<file path="src/hw/rtl/kmeg_pkg.sv">
// Shared types, register codes and constants of the key matrix event generator.
package kmeg_pkg;

    localparam int ADDR_W = 6;
    localparam int DATA_W = 64;

    // Register indexes, taken from paddr[5:3].
    localparam logic [2:0] REG_PRESENT     = 3'd0;
    localparam logic [2:0] REG_REPEAT      = 3'd1;
    localparam logic [2:0] REG_HOLD        = 3'd2;
    localparam logic [2:0] REG_LONG        = 3'd3;
    localparam logic [2:0] REG_FIRST_PAUSE = 3'd4;
    localparam logic [2:0] REG_MIN_PAUSE   = 3'd5;

    localparam logic [47:0] PRESENT_RST     = 48'd69497663782902;
    localparam logic [47:0] REPEAT_RST      = 48'd13332116178100;
    localparam logic [15:0] HOLD_RST        = 16'd100;
    localparam logic [15:0] LONG_RST        = 16'd500;
    localparam logic [15:0] FIRST_PAUSE_RST = 16'd100;
    localparam logic [15:0] MIN_PAUSE_RST   = 16'd10;

    // floor(p * 10 / 11) is taken as (p * PAUSE_RECIP) >> PAUSE_SHIFT.
    // PAUSE_RECIP is 10 * ceil(2^24 / 11); exact for every 16-bit p.
    localparam logic [23:0] PAUSE_RECIP = 24'd15252020;
    localparam int          PAUSE_SHIFT = 24;

    typedef enum logic [1:0] {
        EV_PRESS   = 2'd0,
        EV_REPEAT  = 2'd1,
        EV_LONG    = 2'd2,
        EV_RELEASE = 2'd3
    } ev_kind_t;

    typedef struct packed {
        logic [2:0] row;
        logic [2:0] col;
        ev_kind_t   kind;
    } ev_t;

    typedef struct packed {
        logic [47:0] present_mask;
        logic [47:0] repeat_mask;
        logic [15:0] hold_ms;
        logic [15:0] long_ms;
        logic [15:0] first_pause;
        logic [15:0] min_pause;
    } cfg_t;

    typedef struct packed {
        logic ready;
        logic pend_valid;
    } evq_stat_t;

    // Bit row*8+column of a 48-bit mask; positions past bit 47 read as clear.
    function automatic logic mask_bit(logic [47:0] m, logic [2:0] row, logic [2:0] col);
        logic [5:0] idx;
        idx = {row, col};
        mask_bit = (idx < 6'd48) ? m[idx] : 1'b0;
    endfunction

endpackage

</file>
<file path="src/hw/rtl/kmeg_cfg.sv">
// Configuration register file with its APB-style write and read port.
module kmeg_cfg (
    input  logic                         clk,
    input  logic                         rst_n,
    input  logic                         psel,
    input  logic                         penable,
    input  logic                         pwrite,
    input  logic [kmeg_pkg::ADDR_W-1:0]  paddr,
    input  logic [kmeg_pkg::DATA_W-1:0]  pwdata,
    output logic [kmeg_pkg::DATA_W-1:0]  prdata,
    output logic                         pready,
    output kmeg_pkg::cfg_t               cfg
);

    kmeg_pkg::cfg_t cfg_reg;
    kmeg_pkg::cfg_t cfg_next;
    logic [2:0]     reg_idx;
    logic           wr_en;

    assign reg_idx = paddr[5:3];
    assign wr_en   = psel && penable && pwrite;
    assign pready  = 1'b1;
    assign cfg     = cfg_reg;

    always_comb
    begin
        cfg_next = cfg_reg;
        if (wr_en)
        begin
            case (reg_idx)
                kmeg_pkg::REG_PRESENT:     cfg_next.present_mask = pwdata[47:0];
                kmeg_pkg::REG_REPEAT:      cfg_next.repeat_mask  = pwdata[47:0];
                kmeg_pkg::REG_HOLD:        cfg_next.hold_ms      = pwdata[15:0];
                kmeg_pkg::REG_LONG:        cfg_next.long_ms      = pwdata[15:0];
                kmeg_pkg::REG_FIRST_PAUSE: cfg_next.first_pause  = pwdata[15:0];
                kmeg_pkg::REG_MIN_PAUSE:   cfg_next.min_pause    = pwdata[15:0];
                default:                   cfg_next = cfg_reg;
            endcase
        end
    end

    always_comb
    begin
        case (reg_idx)
            kmeg_pkg::REG_PRESENT:     prdata = {16'd0, cfg_reg.present_mask};
            kmeg_pkg::REG_REPEAT:      prdata = {16'd0, cfg_reg.repeat_mask};
            kmeg_pkg::REG_HOLD:        prdata = {48'd0, cfg_reg.hold_ms};
            kmeg_pkg::REG_LONG:        prdata = {48'd0, cfg_reg.long_ms};
            kmeg_pkg::REG_FIRST_PAUSE: prdata = {48'd0, cfg_reg.first_pause};
            kmeg_pkg::REG_MIN_PAUSE:   prdata = {48'd0, cfg_reg.min_pause};
            default:                   prdata = '0;
        endcase
    end

    always_ff @(posedge clk or negedge rst_n)
    begin
        if (!rst_n)
        begin
            cfg_reg.present_mask <= kmeg_pkg::PRESENT_RST;
            cfg_reg.repeat_mask  <= kmeg_pkg::REPEAT_RST;
            cfg_reg.hold_ms      <= kmeg_pkg::HOLD_RST;
            cfg_reg.long_ms      <= kmeg_pkg::LONG_RST;
            cfg_reg.first_pause  <= kmeg_pkg::FIRST_PAUSE_RST;
            cfg_reg.min_pause    <= kmeg_pkg::MIN_PAUSE_RST;
        end
        else
        begin
            cfg_reg <= cfg_next;
        end
    end

endmodule

</file>
<file path="src/hw/rtl/kmeg_tcmp.sv">
// Shared elapsed-time comparator: (now - base) modulo 2^32 against a 16-bit limit.
module kmeg_tcmp (
    input  logic [31:0] now_ms,
    input  logic [31:0] base,
    input  logic [15:0] limit,
    output logic        gt
);

    logic [31:0] elapsed;

    assign elapsed = now_ms - base;
    assign gt      = elapsed > {16'd0, limit};

endmodule

</file>
<file path="src/hw/rtl/kmeg_evq.sv">
// Event holding stage and output register; marks the final event of a scan.
module kmeg_evq (
    input  logic                 clk,
    input  logic                 rst_n,
    input  logic                 push,
    input  logic                 flush,
    input  kmeg_pkg::ev_t        ev_in,
    output kmeg_pkg::evq_stat_t  stat,
    output logic                 event_valid,
    input  logic                 event_stall,
    output logic [2:0]           key_row,
    output logic [2:0]           key_column,
    output logic [1:0]           event_kind,
    output logic                 last_event
);

    logic          pend_valid_reg;
    logic          pend_valid_next;
    kmeg_pkg::ev_t pend_reg;
    logic          out_valid_reg;
    logic          out_valid_next;
    kmeg_pkg::ev_t out_ev_reg;
    logic          out_last_reg;
    logic          out_free;
    logic          ready;
    logic          load_out;
    logic          load_pend;

    // The event held back is only sent once it is known whether another follows.
    assign out_free  = !out_valid_reg || !event_stall;
    assign ready     = !pend_valid_reg || out_free;
    assign load_out  = (push || flush) && pend_valid_reg && out_free;
    assign load_pend = push && ready;

    assign stat.ready      = ready;
    assign stat.pend_valid = pend_valid_reg;

    always_comb
    begin
        pend_valid_next = pend_valid_reg;
        if (load_pend)
        begin
            pend_valid_next = 1'b1;
        end
        else if (load_out)
        begin
            pend_valid_next = 1'b0;
        end
        out_valid_next = out_valid_reg;
        if (load_out)
        begin
            out_valid_next = 1'b1;
        end
        else if (!event_stall)
        begin
            out_valid_next = 1'b0;
        end
    end

    always_ff @(posedge clk or negedge rst_n)
    begin
        if (!rst_n)
        begin
            pend_valid_reg <= 1'b0;
            out_valid_reg  <= 1'b0;
        end
        else
        begin
            pend_valid_reg <= pend_valid_next;
            out_valid_reg  <= out_valid_next;
        end
    end

    always_ff @(posedge clk)
    begin
        if (load_pend)
        begin
            pend_reg <= ev_in;
        end
        if (load_out)
        begin
            out_ev_reg   <= pend_reg;
            out_last_reg <= flush;
        end
    end

    assign event_valid = out_valid_reg;
    assign key_row     = out_ev_reg.row;
    assign key_column  = out_ev_reg.col;
    assign event_kind  = out_ev_reg.kind;
    assign last_event  = out_last_reg;

endmodule

</file>
<file path="src/hw/rtl/key_matrix_event_generator_core.sv">
// Top level of the key matrix event generator: scan sequencer, key state and stamp memory.
// Per key: an absent key passes S_READ only, a present key S_READ and S_EVAL; a long or
// repeat check adds S_CMP2, a pause update S_MUL and S_CLAMP, and an event S_EMIT.
// S_FLUSH ends the walk; an event waits for the next one of its scan or the flush.
// Throughput: one scan per walk, as a scan is taken only in S_IDLE; the walk's length is
// set by the single-port stamp memory and the one shared comparator.
// Reset: configuration returns to its defaults; all keys read released, no long sent.
module key_matrix_event_generator_core #(
    parameter int ROWS    = 6,
    parameter int COLUMNS = 8
) (
    input  logic                         clk,
    input  logic                         rst_n,
    input  logic                         psel,
    input  logic                         penable,
    input  logic                         pwrite,
    input  logic [kmeg_pkg::ADDR_W-1:0]  paddr,
    input  logic [kmeg_pkg::DATA_W-1:0]  pwdata,
    output logic [kmeg_pkg::DATA_W-1:0]  prdata,
    output logic                         pready,
    input  logic                         scan_valid,
    output logic                         scan_stall,
    input  logic [31:0]                  now_ms,
    input  logic [47:0]                  pressed_bits,
    output logic                         event_valid,
    input  logic                         event_stall,
    output logic [2:0]                   key_row,
    output logic [2:0]                   key_column,
    output logic [1:0]                   event_kind,
    output logic                         last_event
);

    localparam int NKEYS = ROWS * COLUMNS;
    localparam int KW    = (NKEYS > 1) ? $clog2(NKEYS) : 1;
    localparam logic [2:0] ROW_LAST = 3'(ROWS - 1);
    localparam logic [2:0] COL_LAST = 3'(COLUMNS - 1);

    // One-hot sequencer states.
    typedef enum logic [7:0] {
        S_IDLE  = 8'b0000_0001,
        S_READ  = 8'b0000_0010,
        S_EVAL  = 8'b0000_0100,
        S_CMP2  = 8'b0000_1000,
        S_MUL   = 8'b0001_0000,
        S_CLAMP = 8'b0010_0000,
        S_EMIT  = 8'b0100_0000,
        S_FLUSH = 8'b1000_0000
    } state_t;

    kmeg_pkg::cfg_t      cfg;
    kmeg_pkg::evq_stat_t evq_stat;

    state_t             state_reg, state_next;
    logic [2:0]         row_reg, row_next;
    logic [2:0]         col_reg, col_next;
    logic [KW-1:0]      s_reg, s_next;
    logic [31:0]        now_reg;
    logic [47:0]        pressed_reg;
    logic [NKEYS-1:0]   held_reg, held_next;
    logic [NKEYS-1:0]   long_sent_reg, long_sent_next;
    logic               busy_reg, busy_next;
    logic [31:0]        anchor_reg, anchor_next;
    logic [15:0]        pause_reg, pause_next;
    logic               mode_rep_reg, mode_rep_next;
    kmeg_pkg::ev_t      ev_reg, ev_next;
    logic [39:0]        prod_reg;
    logic [31:0]        stamp_rd_reg;
    logic [31:0]        stamp_mem [NKEYS];

    logic               scan_take;
    logic               stamp_we;
    logic               evq_push;
    logic               evq_flush;
    logic               last_key;
    logic               present;
    logic               down;
    logic               repeatable;
    logic               key_held;
    logic               key_long;
    logic [31:0]        cmp_base;
    logic [15:0]        cmp_limit;
    logic               cmp_gt;
    logic [15:0]        shrunk;

    kmeg_cfg u_cfg (
        .clk     (clk),
        .rst_n   (rst_n),
        .psel    (psel),
        .penable (penable),
        .pwrite  (pwrite),
        .paddr   (paddr),
        .pwdata  (pwdata),
        .prdata  (prdata),
        .pready  (pready),
        .cfg     (cfg)
    );

    // The one comparator serves the hold check, the long check and the repeat pacing.
    kmeg_tcmp u_tcmp (
        .now_ms (now_reg),
        .base   (cmp_base),
        .limit  (cmp_limit),
        .gt     (cmp_gt)
    );

    kmeg_evq u_evq (
        .clk         (clk),
        .rst_n       (rst_n),
        .push        (evq_push),
        .flush       (evq_flush),
        .ev_in       (ev_reg),
        .stat        (evq_stat),
        .event_valid (event_valid),
        .event_stall (event_stall),
        .key_row     (key_row),
        .key_column  (key_column),
        .event_kind  (event_kind),
        .last_event  (last_event)
    );

    assign scan_stall = (state_reg != S_IDLE);
    assign scan_take  = scan_valid && !scan_stall;

    // Per-key view of the position that the walk currently points at.
    assign present    = kmeg_pkg::mask_bit(cfg.present_mask, row_reg, col_reg);
    assign down       = kmeg_pkg::mask_bit(pressed_reg, row_reg, col_reg);
    assign repeatable = kmeg_pkg::mask_bit(cfg.repeat_mask, row_reg, col_reg);
    assign key_held   = held_reg[s_reg];
    assign key_long   = long_sent_reg[s_reg];
    assign last_key   = (row_reg == ROW_LAST) && (col_reg == COL_LAST);

    // In the second check the repeat timer or the long threshold is compared.
    always_comb
    begin
        if (state_reg == S_CMP2 && mode_rep_reg)
        begin
            cmp_base  = anchor_reg;
            cmp_limit = pause_reg;
        end
        else if (state_reg == S_CMP2)
        begin
            cmp_base  = stamp_rd_reg;
            cmp_limit = cfg.long_ms;
        end
        else
        begin
            cmp_base  = stamp_rd_reg;
            cmp_limit = cfg.hold_ms;
        end
    end

    // The product never exceeds 16 bits after the shift since p*10/11 < p.
    assign shrunk = prod_reg[kmeg_pkg::PAUSE_SHIFT +: 16];

    always_comb
    begin
        state_next     = state_reg;
        row_next       = row_reg;
        col_next       = col_reg;
        s_next         = s_reg;
        held_next      = held_reg;
        long_sent_next = long_sent_reg;
        busy_next      = busy_reg;
        anchor_next    = anchor_reg;
        pause_next     = pause_reg;
        mode_rep_next  = mode_rep_reg;
        ev_next        = ev_reg;
        stamp_we       = 1'b0;
        evq_push       = 1'b0;
        evq_flush      = 1'b0;
        case (state_reg)
            S_IDLE:
            begin
                if (scan_take)
                begin
                    row_next   = 3'd0;
                    col_next   = 3'd0;
                    s_next     = '0;
                    state_next = S_READ;
                end
            end
            S_READ:
            begin
                // Absent positions are passed over without leaving S_READ.
                if (present)
                begin
                    state_next = S_EVAL;
                end
                else
                begin
                    state_next = last_key ? S_FLUSH : S_READ;
                end
            end
            S_EVAL:
            begin
                ev_next.row = row_reg;
                ev_next.col = col_reg;
                state_next  = last_key ? S_FLUSH : S_READ;
                if (!key_held)
                begin
                    if (down && !key_long)
                    begin
                        held_next[s_reg] = 1'b1;
                        stamp_we         = 1'b1;
                        busy_next        = 1'b0;
                        ev_next.kind     = kmeg_pkg::EV_PRESS;
                        state_next       = S_EMIT;
                    end
                end
                else if (cmp_gt)
                begin
                    if (!down)
                    begin
                        held_next[s_reg]      = 1'b0;
                        long_sent_next[s_reg] = 1'b0;
                        busy_next             = 1'b0;
                        if (!key_long)
                        begin
                            ev_next.kind = kmeg_pkg::EV_RELEASE;
                            state_next   = S_EMIT;
                        end
                    end
                    else if (repeatable && !key_long)
                    begin
                        // A timer that is only now started cannot have run out yet.
                        if (!busy_reg)
                        begin
                            busy_next   = 1'b1;
                            anchor_next = now_reg;
                            pause_next  = cfg.first_pause;
                        end
                        else
                        begin
                            mode_rep_next = 1'b1;
                            state_next    = S_CMP2;
                        end
                    end
                    else if (!key_long)
                    begin
                        mode_rep_next = 1'b0;
                        state_next    = S_CMP2;
                    end
                end
            end
            S_CMP2:
            begin
                state_next = last_key ? S_FLUSH : S_READ;
                if (cmp_gt && mode_rep_reg)
                begin
                    anchor_next  = now_reg;
                    ev_next.kind = kmeg_pkg::EV_REPEAT;
                    state_next   = S_MUL;
                end
                else if (cmp_gt)
                begin
                    long_sent_next[s_reg] = 1'b1;
                    ev_next.kind          = kmeg_pkg::EV_LONG;
                    state_next            = S_EMIT;
                end
            end
            S_MUL:
            begin
                state_next = S_CLAMP;
            end
            S_CLAMP:
            begin
                pause_next = (shrunk < cfg.min_pause) ? cfg.min_pause : shrunk;
                state_next = S_EMIT;
            end
            S_EMIT:
            begin
                evq_push = 1'b1;
                if (evq_stat.ready)
                begin
                    state_next = last_key ? S_FLUSH : S_READ;
                end
            end
            S_FLUSH:
            begin
                evq_flush = 1'b1;
                if (evq_stat.ready)
                begin
                    state_next = S_IDLE;
                end
            end
            default:
            begin
                state_next = S_IDLE;
            end
        endcase

        // Step to the next position, column by column with rows inside.
        if (state_reg != S_IDLE && state_reg != S_FLUSH
            && state_next != S_FLUSH && state_next == S_READ && !last_key
            && !(state_reg == S_READ && present))
        begin
            if (row_reg == ROW_LAST)
            begin
                row_next = 3'd0;
                col_next = col_reg + 3'd1;
                s_next   = KW'(col_reg + 3'd1);
            end
            else
            begin
                row_next = row_reg + 3'd1;
                s_next   = s_reg + KW'(COLUMNS);
            end
        end
    end

    always_ff @(posedge clk or negedge rst_n)
    begin
        if (!rst_n)
        begin
            state_reg     <= S_IDLE;
            row_reg       <= 3'd0;
            col_reg       <= 3'd0;
            s_reg         <= '0;
            held_reg      <= '0;
            long_sent_reg <= '0;
            busy_reg      <= 1'b0;
            anchor_reg    <= '0;
            pause_reg     <= '0;
            mode_rep_reg  <= 1'b0;
        end
        else
        begin
            state_reg     <= state_next;
            row_reg       <= row_next;
            col_reg       <= col_next;
            s_reg         <= s_next;
            held_reg      <= held_next;
            long_sent_reg <= long_sent_next;
            busy_reg      <= busy_next;
            anchor_reg    <= anchor_next;
            pause_reg     <= pause_next;
            mode_rep_reg  <= mode_rep_next;
        end
    end

    always_ff @(posedge clk)
    begin
        if (scan_take)
        begin
            now_reg     <= now_ms;
            pressed_reg <= pressed_bits;
        end
        ev_reg   <= ev_next;
        prod_reg <= pause_reg * kmeg_pkg::PAUSE_RECIP;
    end

    // Press time stamps; a stamp is read at every position but used only while its key is held.
    always_ff @(posedge clk)
    begin
        if (stamp_we)
        begin
            stamp_mem[s_reg] <= now_reg;
        end
        stamp_rd_reg <= stamp_mem[s_reg];
    end

    a_long_implies_held: assert property (@(posedge clk) disable iff (!rst_n)
        (long_sent_reg & ~held_reg) == '0)
        else $error("long flag set on a key that is not held");

    a_idle_queue_empty: assert property (@(posedge clk) disable iff (!rst_n)
        scan_take |-> !evq_stat.pend_valid)
        else $error("scan taken while an event of the last scan is held back");

    a_flush_done: assert property (@(posedge clk) disable iff (!rst_n)
        (state_reg == S_FLUSH && evq_stat.ready) |=>
            (state_reg == S_IDLE && !evq_stat.pend_valid))
        else $error("flush left an event behind");

    a_pause_floor: assert property (@(posedge clk) disable iff (!rst_n)
        (state_reg == S_CLAMP) |=> (pause_reg >= $past(cfg.min_pause)))
        else $error("repeat pause fell below its floor");

endmodule

</file>
<file path="config.mk">
export PLATFORM = sky130hd
export DESIGN_NAME = key_matrix_event_generator_core
export DESIGN_NICKNAME = d
export VERILOG_FILES = /design/src/hw/rtl/kmeg_pkg.sv /design/src/hw/rtl/kmeg_cfg.sv /design/src/hw/rtl/kmeg_tcmp.sv /design/src/hw/rtl/kmeg_evq.sv /design/src/hw/rtl/key_matrix_event_generator_core.sv
export SDC_FILE = /design/constraint.sdc
export NUM_CORES = 2
export LEC_CHECK = 0
export BUFFER_PORTS_ARGS = -buffer_cell sky130_fd_sc_hd__buf_2
export CAP_MARGIN = 40
export CORE_ASPECT_RATIO = 2
export CORE_MARGIN = 3
export CORE_UTILIZATION = 45
export CTS_BUF_LIST = sky130_fd_sc_hd__clkbuf_16
export DETAILED_ROUTE_END_ITERATION = 8
export SLEW_MARGIN = 20
export SYNTH_ARGS = -nofsm -noshare
export SYNTH_HDL_FRONTEND = slang
export SYNTH_HIERARCHICAL = 1
export SYNTH_SLANG_ARGS = --single-unit
export TNS_END_PERCENT = 5
</file>
<file path="constraint.sdc">
create_clock -name clk -period 8.45 [get_ports clk]
set_clock_uncertainty 0.2 [all_clocks]
set_input_delay 0.845 -clock clk [delete_from_list [all_inputs] [get_ports clk]]
set_output_delay 0.845 -clock clk [all_outputs]
set_load 0.05 [all_outputs]
</file>
* Word-level counts from Yosys, hierarchy flattened
Memory sizes are Yosys's and may differ from the RTL's. A register that Yosys moved wholly into a read port is not among the register bits. Index checks and enable logic that the tools add are counted.
Storage, ports and cells: flip-flop bits (word level) 471, bits in writable memories 1536, input bits 157, output and inout bits 76, word-level logic and storage cells 235, memories 1
Operators by class: add/sub/neg operators 5, multiply operators 1, $lt $le $gt $ge 6, equality and inequality tests 39, multiplexer cells 98, bitwise logic cells 5, reductions and logical operators 49
Memories:
- stamp_mem | words 48, bits a word 32, read ports 1, clocked after Yosys merged registers in 1, write ports 1, line key_matrix_event_generator_core.sv:68 | logic [31:0] stamp_mem [NKEYS];
Operator list (number):
- $mux 48 | 9
- $pmux 48 s6 | 1
- $mux 32 | 7
- $mux 16 | 8
- $mux 8 | 15
- $and 48x48->48 | 2
- $or 48x48->48 | 2
- $pmux 48 s2 | 1
- $pmux 32 s2 | 1
- $pmux 8 s8 | 1
- $not 48->48 | 1
- $mul 16x22->38 const B | 1
- $gt 32x16->1 | 1
- $pmux 16 s2 | 1
- $sub 32x32->32 | 1
- $bmux 1 s6 | 5
- $mux 1 | 28
- $mux 3 | 8
- $mux 6 | 4
- $reduce_and 6->1 | 4
- $ne 2x2->1 const B | 10
- $logic_and 1x1->1 | 18
- $eq 8x2->1 const B | 2
- $lt 16x16->1 | 1
- other kinds (31) | 71

* Longest topological paths before layout
depth in word-level cells 16, gate-level depth with buffers 30, gate-level depth less buffers 28

* Cells and area by module
Netlist, hierarchy kept.
By module, submodules not included:
- key_matrix_event_generator_core | instances 1, cells each 4692, area an instance 75713.9 µm², seq. area each 53882.9 µm²
- kmeg_cfg | instances 1, cells each 512, area an instance 7348.3 µm², seq. area each 4078.9 µm²
- kmeg_tcmp | instances 1, cells each 354, area an instance 2347.3 µm², seq. area each 0.0 µm²
- kmeg_evq | instances 1, cells each 30, area an instance 618.1 µm², seq. area each 560.5 µm²

* Worst setup path after synthesis
OpenSTA, ideal clock, no wires.
kind reg-to-reg, start point register state_reg[4], end point register anchor_reg[1], setup time 0.125 ns, arrival 6.327 ns, required time 8.125 ns, slack 1.797 ns, cell stages (with the launch flop) 26, path buffers 3, clock period less this slack 6.653 ns, cells stage by stage dfrtp_1 nor3_1 nand2_1 nor2_1 nand2_1 buf_1 mux2_2 fa_1 nand2b_1 a21oi_1 o2111ai_1 o211a_1 xnor2_1 ha_1 nand4_1 or4_1 o21ai_0 o2111ai_1 nand4b_1 or4_1 nor2b_1 nor4bb_1 buf_2 nor2_2 buf_2 mux2_2
On the way: longest elaborated chain between the ends 8, elaborated cells between the ends (all ways) 18, those cells by class add/sub (1); order compare (1); eq/ne (8); mux (4); reduce/logical (4)
RTL lines:
- start: declaration | line key_matrix_event_generator_core.sv:53 | state_t state_reg, state_next;
- start signal: assignment | line key_matrix_event_generator_core.sv:328 | state_reg <= state_next;
- $eq 8x4->1 (*) | line key_matrix_event_generator_core.sv:135 | if (state_reg == S_CMP2 && mode_rep_reg)
- $logic_and 1x1->1 (*) | line key_matrix_event_generator_core.sv:135
- $mux 32 (*) | line key_matrix_event_generator_core.sv:135
- via cmp_base[1] | line key_matrix_event_generator_core.sv:80 | logic [31:0] cmp_base;
- $sub 32x32->32 (*) | line kmeg_tcmp.sv:11 | assign elapsed = now_ms - base;
- $gt 32x16->1 (*) | line kmeg_tcmp.sv:12 | assign gt = elapsed > {16'd0, limit};
- via cmp_gt | line key_matrix_event_generator_core.sv:82 | logic cmp_gt;
- $logic_and 1x1->1 | line key_matrix_event_generator_core.sv:248 | if (cmp_gt && mode_rep_reg)
- $ne 2x1->1 (no line)
- $reduce_and 7->1 (no line) (*)
- end signal: assignment | line key_matrix_event_generator_core.sv:335 | anchor_reg <= anchor_next;
- end: declaration | line key_matrix_event_generator_core.sv:62 | logic [31:0] anchor_reg, anchor_next;
The timed path passes the listed nets; every way through them passes the cells marked *. A chain may end at the register's enable or synchronous reset.

* Worst setup path after layout
start point register state_reg[7], end point register anchor_reg[20]
The elaborated chain is that of the path after synthesis.

==> flow_summary.toml <==
[drt]
drtPass1Iterations = 8
wl_per_cell_um = 31.3
drtAntennaViolNets = 0
wl_mm = 268
drcViolationCount = 0
vias_per_cell = 6.15
via_count = 52800
drtIter0Drc = 4855

[global_route]
grt_max_degree = 107
grt_pass1_vias = 54100
grt_pass1_wl_mm = 381
grt_usage_pct = 26.9
antenna_found_initial = 9
grt_overflow = 0

[critical_path]
crit_path_top_delay_cell = "or4_1"
crit_path_start = "state_reg[7]"
r2r_slack_ns = 0.86
cp.arrival_ns = 8.08
cp.required_ns = 8.94
worstReg2RegEnd = "anchor_reg[20]"
cp_cell_sequence = "nor3_1 -> nand2_1 -> nor2_4 -> nand2_2 -> mux2_2 -> ha_1 -> fa_1 -> nand2b_1 -> a21oi_1 -> o2111ai_1 -> o211a_1 -> xnor2_1 -> ha_1 -> nand4_1 -> or4_1 -> o21ai_0 -> o2111ai_1 -> nand4b_1 -> or4_1 -> nor2b_1 -> nor4bb_4 -> nor2_4 -> buf_4 -> mux2_2"
worstReg2RegStart = "state_reg[7]"
crit_family = "simple AND/OR/NAND/NOR gates"
cp.buffers_inverters = 1
critPathKind = "reg2reg"
path_depth = 24
critPathMaxFanout = 32
cpPeakStageDelay_ns = 0.75
reg2reg_depth = 24
startpoint_type = "flip-flop"
cp-endpoint = "anchor_reg[20]"
cp-end-kind = "flip-flop"

[sta]
setup_ws_ns = 0.862
period_share_pct = 89.8
setup_viol = 0
relSlewSlack_pct = 32.9
whs_ns = 0.0532
tightest_slew_ns = 1.01
fin_crit_ns = 7.59
slew_viol_final = 0
grt_setup_unrepaired = "no"
hold_viol = 0
setup_tns_ns = 0
fmax_mhz = 132

[place]
gp_congestion = 0.882
dpl_cell_area_um2 = 90900
portBuffers = 196
pre_cts_ws_ns = 0.887
dp_cells = 8157
place_hpwl_mm = 164

[yosys]
ys_warn_count = 6
syn_inst = 5587
synth_area_per_cell_um2 = 15.4
syn-cell-area_um2 = 86000

[final_layout]
syn2layout_area_growth_pct = 13.2
postLayoutCellArea_um2 = 97400
fill_cells = 15700
stdcell_count = 8575
largest_reg_flops = 1536
drive_gt1_share_pct = 20.2
fin_util_pct = 51.3
final_nets = 6421

[clock_tree]
cts_tree = "yes"
clock_latency_ns = 0.86
cts_resized = 0
cts_max_level = 4
clkTransAtPathRegs_ns = 0.06
cts_sinks = 2017
cts_buffers = 182
clock_path_buffers = 4
root_buffer = "clkbuf_16"

[run_status]
status = "finished, final reports clean"

[floorplan]
io_pins = 233
chipWidth_um = 315
num_rows = 226
core_region_area_um2 = 190000
die_area_um2 = 197000
die_h_um = 624
initial_utilization_pct = 45.3

[min_path]
hp-class = "in2reg"
whs_path_depth = 2

[power]
irDropWorstVdd_v = 0.000141
powerDensity_nw_per_um2 = 244
power_mw = 23.7
cellLeakagePower_nw = 35.2

[run]
drv_cap = 0
layer usage:
metal / up-vias / part of all wire, % / track usage, %
met5: - / 0 / 0
met4: 0 / 7.4 / 17.2
met3: 682 / 6.0 / 2.95
met2: 2335 / 53 / 49.2
met1: 27300 / 34 / 29.4
li1: 22500 / - / -
power breakdown:
group	total, mW	switching, mW	internal (mW)
Sequential	11.8	0.371	11.5
Clock	7.92	3.63	4.29
Combinational	3.95	2.66	1.29
how the worst min path moves through the flow:
stage	from	to	slack, ns
3_5_place_dp	u_evq/pend_reg[2]	u_evq/key_column[0]	0.20
3_3_place_gp	ev_reg[3]	u_evq/pend_reg[3]	0.21
2_1_floorplan	u_evq/pend_reg[0]	u_evq/event_kind[0]	0.20
6_report	pwdata[18]	u_cfg/cfg[130]	0.05
5_1_grt	pwdata[34]	u_cfg/cfg[98]	0.02
4_1_cts	pwdata[18]	u_cfg/cfg[82]	0.001
area by class of cell:
| cell class | instances | area [um2] | area share [%] |
|---|---|---|---|
| Sequential cell | 2017 | 58500 | 60.1 |
| Timing Repair Buffer | 494 | 3800 | 3.90 |
| Clock buffer | 186 | 4650 | 4.78 |
| Tap cell | 2508 | 3140 | 3.22 |
| Inverter | 276 | 1040 | 1.06 |
| Clock inverter | 130 | 863 | 0.886 |
| Antenna cell | 7 | 17.5 | 0.0180 |
| Multi-Input combinational cell | 2957 | 25300 | 26.0 |
cell usage in the layout, fill, tap and decap left out, types with 118 or more instances in the layout:
cell type	count
nor2_1	118
nand3_1	141
mux2_2	342
clkbuf_16	186
dfrtp_1	260
a22oi_1	443
ha_1	223
buf_4	170
o21ai_0	137
a221oi_1	142
nand2_1	206
edfxtp_1	1641
a21oi_1	186
buf_2	197
a22o_1	136
inv_1	317
repair_timing:
item	4_1_cts	5_1_grt
setup buffers	0	0
endpoints found under the hold margin	180	0
hold buffers	91	0
setup endpoints to repair	0	0
worst register-to-register path, delay by kind of cell (launching register included):
kind,cells,cell delay [ns]
flops,1,0.44
compound gates,5,1.29
xor+xnor,1,0.16
fa+ha+maj,3,0.93
simple gates,12,3.41
mux,2,0.71
buf+inv,1,0.40
(Power assumes the default switching activity.)
